[src/rtl/lbhs_pkg.sv]
`timescale 1ns / 1ps
// ----------------------------------------------------------------------------
// lbhs_pkg
// Shared types and constants for the LOD band hysteresis selector.
// ----------------------------------------------------------------------------
package lbhs_pkg;

  // Band ladder limits
  localparam int MAX_BANDS = 4;
  localparam int BAND_CAP  = (MAX_BANDS < 4) ? MAX_BANDS : 4;

  // Q1.16 one
  localparam logic [16:0] HYST_ONE = 17'd65536;

  // Command codes
  localparam logic [1:0] CMD_UPDATE = 2'd0;
  localparam logic [1:0] CMD_CLEAR  = 2'd1;
  localparam logic [1:0] CMD_FORCE  = 2'd2;

  // Configuration register indexes
  localparam logic [2:0] REG_BAND_COUNT = 3'd0;
  localparam logic [2:0] REG_THRESH0    = 3'd1;
  localparam logic [2:0] REG_THRESH1    = 3'd2;
  localparam logic [2:0] REG_THRESH2    = 3'd3;
  localparam logic [2:0] REG_HYST       = 3'd4;
  localparam logic [2:0] REG_DWELL      = 3'd5;

  // Input beat
  typedef struct packed {
    logic [1:0]         command;
    logic signed [31:0] quality_metric;
    logic [1:0]         regime_floor;
    logic [1:0]         forced_band;
  } in_item_t;

  // Result beat
  typedef struct packed {
    logic [1:0]  band_index;
    logic        band_changed;
    logic [30:0] clamped_quality;
  } out_item_t;

  // Configuration register set
  typedef struct packed {
    logic [2:0]  band_count;
    logic [31:0] threshold_band0;
    logic [31:0] threshold_band1;
    logic [31:0] threshold_band2;
    logic [16:0] hysteresis_fraction;
    logic [7:0]  dwell_frames;
  } cfg_t;

  // Selector state
  typedef struct packed {
    logic [1:0] current_band;
    logic [1:0] pending_band;
    logic [7:0] pending_count;
    logic       initialized;
  } sel_state_t;

endpackage

[src/rtl/lbhs_cfg_regs.sv]
`timescale 1ns / 1ps
// ----------------------------------------------------------------------------
// lbhs_cfg_regs
// Configuration register file, write-only, reset to the default ladder.
// ----------------------------------------------------------------------------
module lbhs_cfg_regs (
  input  logic           clk,
  input  logic           rst_n,
  input  logic           cfg_we,
  input  logic [2:0]     cfg_index,
  input  logic [31:0]    cfg_wdata,
  output lbhs_pkg::cfg_t cfg
);
  import lbhs_pkg::*;

  cfg_t cfg_r;
  cfg_t cfg_nxt;

  // Register write decode; unknown indexes are dropped
  always_comb begin
    cfg_nxt = cfg_r;
    if (cfg_we) begin
      case (cfg_index)
        REG_BAND_COUNT: cfg_nxt.band_count          = cfg_wdata[2:0];
        REG_THRESH0:    cfg_nxt.threshold_band0     = cfg_wdata;
        REG_THRESH1:    cfg_nxt.threshold_band1     = cfg_wdata;
        REG_THRESH2:    cfg_nxt.threshold_band2     = cfg_wdata;
        REG_HYST:       cfg_nxt.hysteresis_fraction = cfg_wdata[16:0];
        REG_DWELL:      cfg_nxt.dwell_frames        = cfg_wdata[7:0];
        default:        cfg_nxt = cfg_r;
      endcase
    end
  end

  always_ff @(posedge clk) begin
    if (!rst_n) begin
      cfg_r.band_count          <= 3'd4;
      cfg_r.threshold_band0     <= 32'd65536;
      cfg_r.threshold_band1     <= 32'd131072;
      cfg_r.threshold_band2     <= 32'd262144;
      cfg_r.hysteresis_fraction <= 17'd6554;
      cfg_r.dwell_frames        <= 8'd0;
    end else begin
      cfg_r <= cfg_nxt;
    end
  end

  assign cfg = cfg_r;

endmodule

[src/rtl/lbhs_decide.sv]
`timescale 1ns / 1ps
// ----------------------------------------------------------------------------
// lbhs_decide
// One-pass band decision: clamp, threshold ladder, floor, dead-zone check
// with a single edge multiply, dwell counting and next-state selection.
// ----------------------------------------------------------------------------
module lbhs_decide (
  input  lbhs_pkg::cfg_t       cfg,
  input  lbhs_pkg::sel_state_t state_cur,
  input  lbhs_pkg::in_item_t   item,
  output lbhs_pkg::sel_state_t state_nxt,
  output lbhs_pkg::out_item_t  result
);
  import lbhs_pkg::*;

  logic [2:0]        n_use;
  logic [1:0]        last_band;
  logic [30:0]       q;
  logic [2:0][31:0]  edges;
  logic [1:0]        ladder_band;
  logic [1:0]        floor_band;
  logic [1:0]        desired;
  logic              forced_coarser;
  sel_state_t        st_fc;
  logic [1:0]        cur_clamped;
  logic              coarser;
  logic [1:0]        edge_band;
  logic [31:0]       edge_val;
  logic [16:0]       hyst;
  logic [17:0]       factor;
  logic [49:0]       product;
  logic [49:0]       lhs;
  logic              beyond;
  sel_state_t        st_upd;
  logic              changed_upd;

  // Bands in use and clamped metric
  always_comb begin
    if (cfg.band_count == 3'd0) begin
      n_use = 3'd1;
    end else if (cfg.band_count > 3'(BAND_CAP)) begin
      n_use = 3'(BAND_CAP);
    end else begin
      n_use = cfg.band_count;
    end
    last_band = 2'(n_use - 3'd1);
    q         = item.quality_metric[31] ? 31'd0 : item.quality_metric[30:0];
    edges     = {cfg.threshold_band2, cfg.threshold_band1, cfg.threshold_band0};
  end

  // Threshold ladder: first in-use band whose limit exceeds q
  always_comb begin
    logic found;
    found       = 1'b0;
    ladder_band = last_band;
    for (int i = 0; i < 3; i++) begin
      if (!found && (3'(i + 1) < n_use) && ({1'b0, q} < edges[i])) begin
        ladder_band = 2'(i);
        found       = 1'b1;
      end
    end
  end

  // Floor clamp and desired band
  always_comb begin
    floor_band = ({1'b0, item.regime_floor} < n_use) ? item.regime_floor : last_band;
    desired    = (ladder_band < floor_band) ? floor_band : ladder_band;
  end

  // Forced coarsening, then stale-band clamp
  always_comb begin
    forced_coarser = state_cur.initialized && (state_cur.current_band < floor_band);
    st_fc          = state_cur;
    if (forced_coarser) begin
      st_fc.current_band  = floor_band;
      st_fc.pending_band  = floor_band;
      st_fc.pending_count = 8'd0;
    end
    cur_clamped = (st_fc.current_band > last_band) ? last_band : st_fc.current_band;
  end

  // Dead-zone test against the shared edge
  always_comb begin
    coarser   = desired > cur_clamped;
    edge_band = coarser ? cur_clamped : desired;
    case (edge_band)
      2'd0:    edge_val = cfg.threshold_band0;
      2'd1:    edge_val = cfg.threshold_band1;
      default: edge_val = cfg.threshold_band2;
    endcase
    hyst    = (cfg.hysteresis_fraction > HYST_ONE) ? HYST_ONE : cfg.hysteresis_fraction;
    factor  = coarser ? ({1'b0, HYST_ONE} + {1'b0, hyst})
                      : ({1'b0, HYST_ONE} - {1'b0, hyst});
    product = {18'd0, edge_val} * {32'd0, factor};
    lhs     = {3'd0, q, 16'd0};
    beyond  = coarser ? (lhs >= product) : (lhs <= product);
  end

  // Update command: dwell tracking and switch
  always_comb begin
    st_upd      = st_fc;
    changed_upd = 1'b0;
    if (!state_cur.initialized) begin
      st_upd.current_band  = desired;
      st_upd.pending_band  = desired;
      st_upd.pending_count = 8'd0;
      st_upd.initialized   = 1'b1;
    end else begin
      st_upd.current_band = cur_clamped;
      if (desired != cur_clamped) begin
        if (!beyond) begin
          st_upd.pending_band  = cur_clamped;
          st_upd.pending_count = 8'd0;
        end else if (st_fc.pending_band != desired) begin
          st_upd.pending_band  = desired;
          st_upd.pending_count = 8'd1;
        end else if (st_fc.pending_count != 8'd255) begin
          st_upd.pending_count = st_fc.pending_count + 8'd1;
        end
        if (beyond && (cfg.dwell_frames <= 8'd1 ||
                       st_upd.pending_count >= cfg.dwell_frames)) begin
          st_upd.current_band  = desired;
          st_upd.pending_band  = desired;
          st_upd.pending_count = 8'd0;
          changed_upd          = 1'b1;
        end
      end else begin
        st_upd.pending_band  = cur_clamped;
        st_upd.pending_count = 8'd0;
      end
    end
    if (forced_coarser) begin
      changed_upd = 1'b1;
    end
  end

  // Command select
  always_comb begin
    state_nxt           = state_cur;
    result.band_changed = 1'b0;
    case (item.command)
      CMD_UPDATE: begin
        state_nxt           = st_upd;
        result.band_changed = changed_upd;
      end
      CMD_CLEAR: begin
        state_nxt = '0;
      end
      CMD_FORCE: begin
        state_nxt.current_band  = (item.forced_band > last_band) ? last_band
                                                                 : item.forced_band;
        state_nxt.pending_band  = state_nxt.current_band;
        state_nxt.pending_count = 8'd0;
        state_nxt.initialized   = 1'b1;
      end
      default: begin
        state_nxt = state_cur;
      end
    endcase
    result.band_index      = state_nxt.current_band;
    result.clamped_quality = q;
  end

endmodule

[src/rtl/lod_band_hysteresis_selector.sv]
`timescale 1ns / 1ps
// ----------------------------------------------------------------------------
// lod_band_hysteresis_selector
// Per-frame LOD band choice from a Q16.16 quality metric, with a threshold
// ladder, regime floor, hysteresis dead zone and dwell count.
// ----------------------------------------------------------------------------
// Stages: the input register, then the decision and state update into the
//   result register. Throughput: one beat per cycle unless out_ready stalls;
//   the state loop through the ladder, the single 32x18 edge multiply and
//   the dead-zone compare is combinational.
// Reset: synchronous active low; clears both stages and the selector state,
//   and loads the default band count, thresholds, hysteresis and dwell.
module lod_band_hysteresis_selector (
  input  logic                clk,
  input  logic                rst_n,
  input  logic                in_valid,
  output logic                in_ready,
  input  lbhs_pkg::in_item_t  in_data,
  output logic                out_valid,
  input  logic                out_ready,
  output lbhs_pkg::out_item_t out_data,
  input  logic                cfg_we,
  input  logic [2:0]          cfg_index,
  input  logic [31:0]         cfg_wdata
);
  import lbhs_pkg::*;

  cfg_t       cfg;
  in_item_t   s1_r;
  logic       s1_valid_r;
  logic       s1_valid_nxt;
  sel_state_t state_r;
  sel_state_t state_nxt;
  out_item_t  out_r;
  out_item_t  result;
  logic       out_valid_r;
  logic       out_valid_nxt;
  logic       adv;
  logic       in_fire;

  lbhs_cfg_regs u_cfg (
    .clk       (clk),
    .rst_n     (rst_n),
    .cfg_we    (cfg_we),
    .cfg_index (cfg_index),
    .cfg_wdata (cfg_wdata),
    .cfg       (cfg)
  );

  lbhs_decide u_decide (
    .cfg       (cfg),
    .state_cur (state_r),
    .item      (s1_r),
    .state_nxt (state_nxt),
    .result    (result)
  );

  // Handshake: stage 1 moves whenever the result slot is free or draining
  assign adv      = s1_valid_r && (!out_valid_r || out_ready);
  assign in_ready = !s1_valid_r || adv;
  assign in_fire  = in_valid && in_ready;

  always_comb begin
    s1_valid_nxt  = in_fire || (s1_valid_r && !adv);
    out_valid_nxt = adv || (out_valid_r && !out_ready);
  end

  // Control and state
  always_ff @(posedge clk) begin
    if (!rst_n) begin
      s1_valid_r  <= 1'b0;
      out_valid_r <= 1'b0;
      state_r     <= '0;
    end else begin
      s1_valid_r  <= s1_valid_nxt;
      out_valid_r <= out_valid_nxt;
      if (adv) begin
        state_r <= state_nxt;
      end
    end
  end

  // Payload registers
  always_ff @(posedge clk) begin
    if (in_fire) begin
      s1_r <= in_data;
    end
    if (adv) begin
      out_r <= result;
    end
  end

  assign out_valid = out_valid_r;
  assign out_data  = out_r;

  // A clear beat returns the selector to its reset state
  a_clear_resets: assert property (@(posedge clk) disable iff (!rst_n)
    adv && s1_r.command == CMD_CLEAR |=> state_r == '0)
    else $error("clear beat did not reset selector state");

  // A force beat leaves the selector initialized with no pending move
  a_force_init: assert property (@(posedge clk) disable iff (!rst_n)
    adv && s1_r.command == CMD_FORCE |=>
      state_r.initialized && state_r.pending_count == 8'd0)
    else $error("force beat left selector uninitialized or pending");

  // A running dwell count always targets a band other than the current one
  a_pending_target: assert property (@(posedge clk) disable iff (!rst_n)
    state_r.pending_count != 8'd0 |-> state_r.pending_band != state_r.current_band)
    else $error("dwell count running toward the current band");

  // Only update beats can flag a band change
  a_changed_update_only: assert property (@(posedge clk) disable iff (!rst_n)
    adv && s1_r.command != CMD_UPDATE |=> !out_r.band_changed)
    else $error("band change flagged on a non-update beat");

  // Result register reports the band the state now holds
  a_band_matches_state: assert property (@(posedge clk) disable iff (!rst_n)
    adv |=> out_r.band_index == state_r.current_band)
    else $error("result band differs from selector state");

endmodule

[config.mk]
export PLATFORM = sky130hd
export DESIGN_NAME = lod_band_hysteresis_selector
export DESIGN_NICKNAME = d
export VERILOG_FILES = /design/src/rtl/lbhs_pkg.sv /design/src/rtl/lbhs_cfg_regs.sv /design/src/rtl/lbhs_decide.sv /design/src/rtl/lod_band_hysteresis_selector.sv
export SDC_FILE = /design/constraint.sdc
export NUM_CORES = 2
export LEC_CHECK = 0
export ABC_AREA = 1
export BUFFER_PORTS_ARGS = -buffer_cell sky130_fd_sc_hd__buf_2
export CELL_PAD_IN_SITES_DETAIL_PLACEMENT = 1
export CELL_PAD_IN_SITES_GLOBAL_PLACEMENT = 2
export CORE_MARGIN = 2
export CORE_UTILIZATION = 35
export CTS_CLUSTER_DIAMETER = 30
export DETAILED_ROUTE_END_ITERATION = 10
export PLACE_DENSITY_LB_ADDON = 0.1
export SLEW_MARGIN = 5
export SYNTH_ARGS = -nofsm -noshare
export SYNTH_HDL_FRONTEND = slang
export SYNTH_SLANG_ARGS = --single-unit
[constraint.sdc]
create_clock -name clk -period 16.4 [get_ports clk]
set_input_delay 2.46 -clock clk [delete_from_list [all_inputs] [get_ports clk]]
set_output_delay 2.46 -clock clk [all_outputs]
set_load 0.02 [all_outputs]
# [Word-level counts from Yosys, hierarchy flattened]
# Index checks and enable logic that the tools add are counted.
# Widths: inputs -> output; s select.
[classes] n_lt_le_gt_ge=18 multipliers=1 addsub=4 mux=33 eq_ne=11 reduce_logical=34
[op_table] operator="$lt 31x32->1" n=3
[op_table] operator="$pmux 32 s2" n=1
[op_table] operator="$ge 47x50->1" n=1
[op_table] operator="$le 47x50->1" n=1
[op_table] operator="$mul 32x18->50" n=1
[op_table] operator="$mux 10" n=4
[op_table] operator="$pmux 13 s3" n=1
[op_table] operator="$mux 12" n=3
[op_table] operator="$mux 31" n=1
[op_table] operator="$mux 2" n=10
[op_table] operator="$add 17x17->18 const A" n=1
[op_table] operator="$mux 18" n=1
[op_table] operator="$sub 17x17->18 const A" n=1
[op_table] operator="$gt 17x17->1 const B" n=1
[op_table] operator="$mux 17" n=1
[op_table] operator="$mux 8" n=2
[op_table] operator="$reduce_and 2->1" n=7
[op_table] operator="$logic_and 1x1->1" n=11
[op_table] operator="$add 8x1->8 const B" n=1
[op_table] operator="$ge 8x8->1" n=1
[op_table] operator="$le 8x1->1 const B" n=1
[op_table] operator="$ne 8x8->1 const B" n=1
[op_table] operator="$mux 1" n=7
[op_table] operator="$eq 3x2->1 const B" n=2
[op_table] operator="other kinds (18)" n=37
[word_totals] register_bits=211 wordCells=120 in_bits=78 out_inout_bits=36

# [Logic depth before layout (Yosys ltp)]
[depth] word_depth=33 depth_mapped=96 ltp_nobuf=95

# [Hierarchy]
# Synthesis repeated with hierarchy kept, for this count alone.
[hier_totals] hier_cells=4007 hier_area_um2=30789.5
[by_module_without_submodules] mod="lbhs_decide" area_per_inst_um2=22987.0 cells_per_inst=3125 n_inst=1 seq_area_each_um2=0.0
[by_module_without_submodules] mod="lbhs_cfg_regs" area_per_inst_um2=4914.7 cells_per_inst=713 n_inst=1 seq_area_each_um2=2482.4
[by_module_without_submodules] mod="lod_band_hysteresis_selector" area_per_inst_um2=2887.8 cells_per_inst=169 n_inst=1 seq_area_each_um2=2462.4

# [Least setup slack after synthesis]
# OpenSTA, ideal clock, no wires.
[synth_path] path_type="register -> register" from="reg u_cfg.cfg_r (netlist bit u_cfg.cfg[123])" to="reg out_r (netlist bit out_data[32]) (data pin)" setup_slack_ns=3.057 path_stages_with_launch=85 arrival_ns=13.086 period_less_slack_ns=13.343 required_ns=16.143 setup_ns=0.257 path_buffers=2 path_cell_list="dfxtp_1 inv_1 nand2_1 ha_1 nand2_1 o21ai_2 o21ai_0 ha_1 o21ai_1 nand2_2 nor2_4 nand2_1 o21ai_0 inv_1 ha_1 nor2_1 o22ai_1 or2_2 (+49 left out) nand3_1 nand3_4 nand2_4 nor2_2 ha_1 a21boi_0 o21a_1 o21a_1 o21a_1 o21a_1 o21ai_0 nand2_1 nand2_1 nand2_1 nand3_2 nand3_1 nand3_1 nand2_1"
[synth_rtl] element="from (decl)" line="lbhs_cfg_regs.sv:16" rtl="cfg_t cfg_r;"
[synth_rtl] element="from (signal assigned)" line="lbhs_cfg_regs.sv:44" rtl="cfg_r <= cfg_nxt;"
[synth_rtl] element="to (signal assigned)" line="lod_band_hysteresis_selector.sv:89" rtl="out_r <= result;"
[synth_rtl] element="to (decl)" line="lod_band_hysteresis_selector.sv:34" rtl="out_item_t out_r;"

# [Worst setup path in the final report]
[layout_path] from="reg u_cfg.cfg_r (netlist bit u_cfg.cfg[123])" to="reg state_r[1] (netlist bit)"
[layout_between] elab_chain_len=33 elab_cells_between_ends=55 classes_between="add/sub: 2; mul: 1; order compare: 12; eq/ne: 4; mux: 24; reduce/logical: 12"
[layout_rtl] element="$gt 3x3->1" line="lbhs_decide.sv:41" rtl="end else if (cfg.band_count > 3'(BAND_CAP)) begin"
[layout_rtl] element="$mux 3" line="lbhs_decide.sv:41"
[layout_rtl] element="$mux 3 (*)" line="lbhs_decide.sv:39" rtl="if (cfg.band_count == 3'd0) begin"
[layout_rtl] element="$lt 1x3->1" line="lbhs_decide.sv:57" rtl="if (!found && (3'(i + 1) < n_use) && ({1'b0, q} < edges[i])) begin"
[layout_rtl] element="$logic_and 1x1->1" line="lbhs_decide.sv:57"
[layout_rtl] element="$mux 1" line="lbhs_decide.sv:57"
[layout_rtl] element="$logic_not 1->1" line="lbhs_decide.sv:57"
[layout_rtl] element="$logic_and 1x1->1 (2 in series)" line="lbhs_decide.sv:57"
[layout_rtl] element="(+16 left out)"
[layout_rtl] element="$mux 10" line="lbhs_decide.sv:103" rtl="if (!state_cur.initialized) begin"
[layout_rtl] element="$ge 8x8->1" line="lbhs_decide.sv:121" rtl="st_upd.pending_count >= cfg.dwell_frames)) begin"
[layout_rtl] element="$logic_or 1x1->1" line="lbhs_decide.sv:120" rtl="if (beyond && (cfg.dwell_frames <= 8'd1 ||"
[layout_rtl] element="$logic_and 1x1->1" line="lbhs_decide.sv:120"
[layout_rtl] element="$mux 12" line="lbhs_decide.sv:120"
[layout_rtl] element="$mux 10 (*)" line="lbhs_decide.sv:110" rtl="if (desired != cur_clamped) begin"
[layout_rtl] element="$mux 12 (*)" line="lbhs_decide.sv:103"
[layout_rtl] element="$pmux 13 s3 (*)" line="lbhs_decide.sv:141" rtl="case (item.command)"
[layout_rtl] element="to (signal assigned)" line="lod_band_hysteresis_selector.sv:78" rtl="state_r <= state_nxt;"
[layout_rtl] element="to (decl)" line="lod_band_hysteresis_selector.sv:32" rtl="sel_state_t state_r;"
# Mark *: on every way between the ends. The rest lies on a longest branch, timed or not. The select of a mux whose other input is x is not followed.
# A chain may end at the register's enable or synchronous reset.

==> impl_metrics.toml <==
[floorplan]
die_h_um = 296.3
die_area_um2 = 87780
die_w_um = 296.3
io_pins = 114
initial_core_util_pct = 35.23
core_um2 = 84880
fp-row-count = 107

[worst_setup_path]
critPathKind = "reg2reg"
cp_slowest_cell = "fa_1"
critPathMostFrequentCell = "nand2_1"
rrSetupSlack_ns = 1.04
worst-path-max-fanout = 17
max_stage_delay_ns = 0.55
rr_startpoint = "u_cfg.cfg[123]"
end_kind = "register"
startpoint = "u_cfg.cfg[123]"
crit_path_start_kind = "register"
crit_end = "state_r[1]"
reg2reg_to = "state_r[1]"
cp_top_family = "adder cells"
crit_buf_inv = 15
cp.arrival_ns = 15.86
r2r_cells = 80
cp_num_cells = 80
crit_required_ns = 16.90

[logic_synthesis]
ys_async_sr_fraction_pct = 0
synthTopCellsByArea = "fa_1, ha_1, inv_1, nand2_1, dfxtp_1"
yosys.area.top_type = "fa_1"
syn_nets = 4576
syn_avg_cell_area_um2 = 7.967
synth_top_area_share_pct = 32.14
synthCells = 3753
ys.flop_type = "dfxtp_1"
yosysWarnings = 0
synth_seq_cells = 211
ys_seq_area_share_pct = 16.54
syn-cell-area_um2 = 29900
synth_edf_count = 72
synth_cell_types = 60

[drt]
drtIter0Drc = 1279
routed_wl_mm = 112.5
route.vias.total = 25110
first_pass_iters = 5
drc = 0
viasPerCell = 4.917
avgRoutedWirePerCell_um = 22.02
antenna_left = 0

[grt]
gr-usage-met1_pct = 36.40
antenna_found_initial = 6
grtUsageMet3_pct = 3.672
grt_first_pass_wirelength_mm = 170.8
grtUsageTotal_pct = 26.39
grt-busiest-layer = "met2"
grt_pass1_vias = 27070
grt_max_degree = 106
gr-total-overflow = 0
grtUsageMet2_pct = 43.46

[place]
place_congestion = 0.8794
io_buffers = 113
hpwlAfterDp_mm = 92.36

[clock_tree]
ctsLongestPathBuffers = 3
cts.sinks = 211
hold_buffers = 0
htreeDepth = 2
numCtsBuffers = 61
cts_root_buf = "clkbuf_16"
cts_tree = "yes"
clk_latency_ns = 0.60
clk_pin_slew_ns = 0.04

[timing]
maxSlewViolCount = 0
worst_slew_pin_slew_ns = 1.175
tns_ns = 0
min_period_ns = 15.36
setup_viol = 0
finalHoldViolations = 0
fmax_mhz = 65.11
hold-worst-slack_ns = 0.4634
rsz0062_at_grt = "false"
slew_headroom_pct = 21.66
post-route-period-util_pct = 93.65
fin_skew_ns = 0.02605

[min_path]
worstHoldPathType = "reg2reg"

[run_status]
run_status = "complete, no violations"

[layout]
area_delta_synth_final_pct = 16.19
final_layout_size_suffix_gt1_share_pct = 10.55
utilization_pct = 40.93
final_nets = 4735

[flow_run]
drv_cap = 0
layout by cell type (no fill, tap or decap), types with 14 or more instances in the layout:
cell type	n
inv_1	818
ha_1	265
nand4_1	26
nand3_1	86
edfxtp_1	72
o21a_1	14
buf_2	112
a21oi_1	236
clkbuf_16	65
nor2_1	347
xor2_1	30
buf_4	103
fa_1	480
dfxtp_1	139
clkinvlp_4	20
xnor2_1	21
o21ai_0	173
inv_2	14
nand2_1	742
logic make-up after synthesis:
family          after synthesis  synth area share (%)
flops                       211                 16.54
xor+xnor                     61                 1.787
fa+ha+maj                   745                 43.23
simple gates               1269                 17.22
buf+inv                     976                 12.29
compound gates              490                 8.905
mux                           1               0.03348
metrics by stage:
step                      std cells  worst slack, ns  instance area (um^2)
after floorplan                3753            3.057                 29900
after global placement         4969           0.2935                 32170
after detailed placement       4969           0.1098                 32170
after CTS                      5082          0.09033                 34410
after global routing           5107          0.01209                 34740
final                          5107            1.042                 34740
flip-flops by register name (all words and copies together) (netlist names):
signal,count
out_valid,1
s1_r,38
out_data,34
state_r,13
s1_valid_r,1
u_cfg.cfg,124
worst min path at each step:
stage,startpoint,endpoint,slack (ns),depth (start not counted)
2_1_floorplan,u_cfg.cfg[9],u_cfg.cfg[9],0.44,2
3_3_place_gp,state_r[2],state_r[2],0.46,2
3_5_place_dp,state_r[2],state_r[2],0.46,2
4_1_cts,state_r[2],state_r[2],0.46,2
5_1_grt,state_r[7],state_r[7],0.49,2
6_report,state_r[2],state_r[2],0.46,2
synthesized netlist by cell type (2+ instances only):
cell type  count
inv_2          8
nand3_1       89
a211oi_1       3
a21oi_1      238
xnor2_1       21
xor2_1        40
clkbuf_1     114
inv_1        830
a21oi_2        3
o21ai_1        8
or2_2          8
o21a_1        14
nor4_1        12
dfxtp_1      139
nor3_1        12
a31oi_1        9
clkinv_1      15
nand2_1      742
ha_1         265
nand3_2        6
o31ai_1        3
o21bai_1       5
o221ai_1       6
buf_2          7
nand3b_1       2
o211ai_1       9
nand4_1       26
nor2_2         7
o22ai_1        2
nor4b_1        2
edfxtp_1      72
nand2_2        7
fa_1         480
a21boi_0       2
o21ai_0      175
nor2_1       348
layer usage:
metal | wire length, um | vias up
met3 | 5072 | 150
met5 | 27 | -
met1 | 51950 | 12670
met2 | 52320 | 515
li1 | - | 11770
met4 | 3086 | 4
area by class of cell:
type / count / area, um^2
Antenna cell: 1 / 2.502
Clock buffer: 82 / 1770
Clock inverter: 31 / 469.2
Fill cell: 10320 / 50140
Inverter: 854 / 3269
Multi-Input combinational cell: 2566 / 21470
Sequential cell: 211 / 4945
Tap cell: 1144 / 1431
Timing Repair Buffer: 218 / 1380
worst min-delay path, cell delays in order (launching register included):
cell and delay, ns:
dfxtp_1 0.30, nand2_1 0.06, a21oi_1 0.05
timing repair:
| action | CTS | global route |
|---|---|---|
| buffers inserted | 0 | 24 |
| endpoints found under the setup margin | 0 | 13 |
| resized for setup | 0 | 36 |
Power is left out: the tool's default activity adds up to more than one toggle a clock period on the data nets, which glitch-free logic cannot reach.
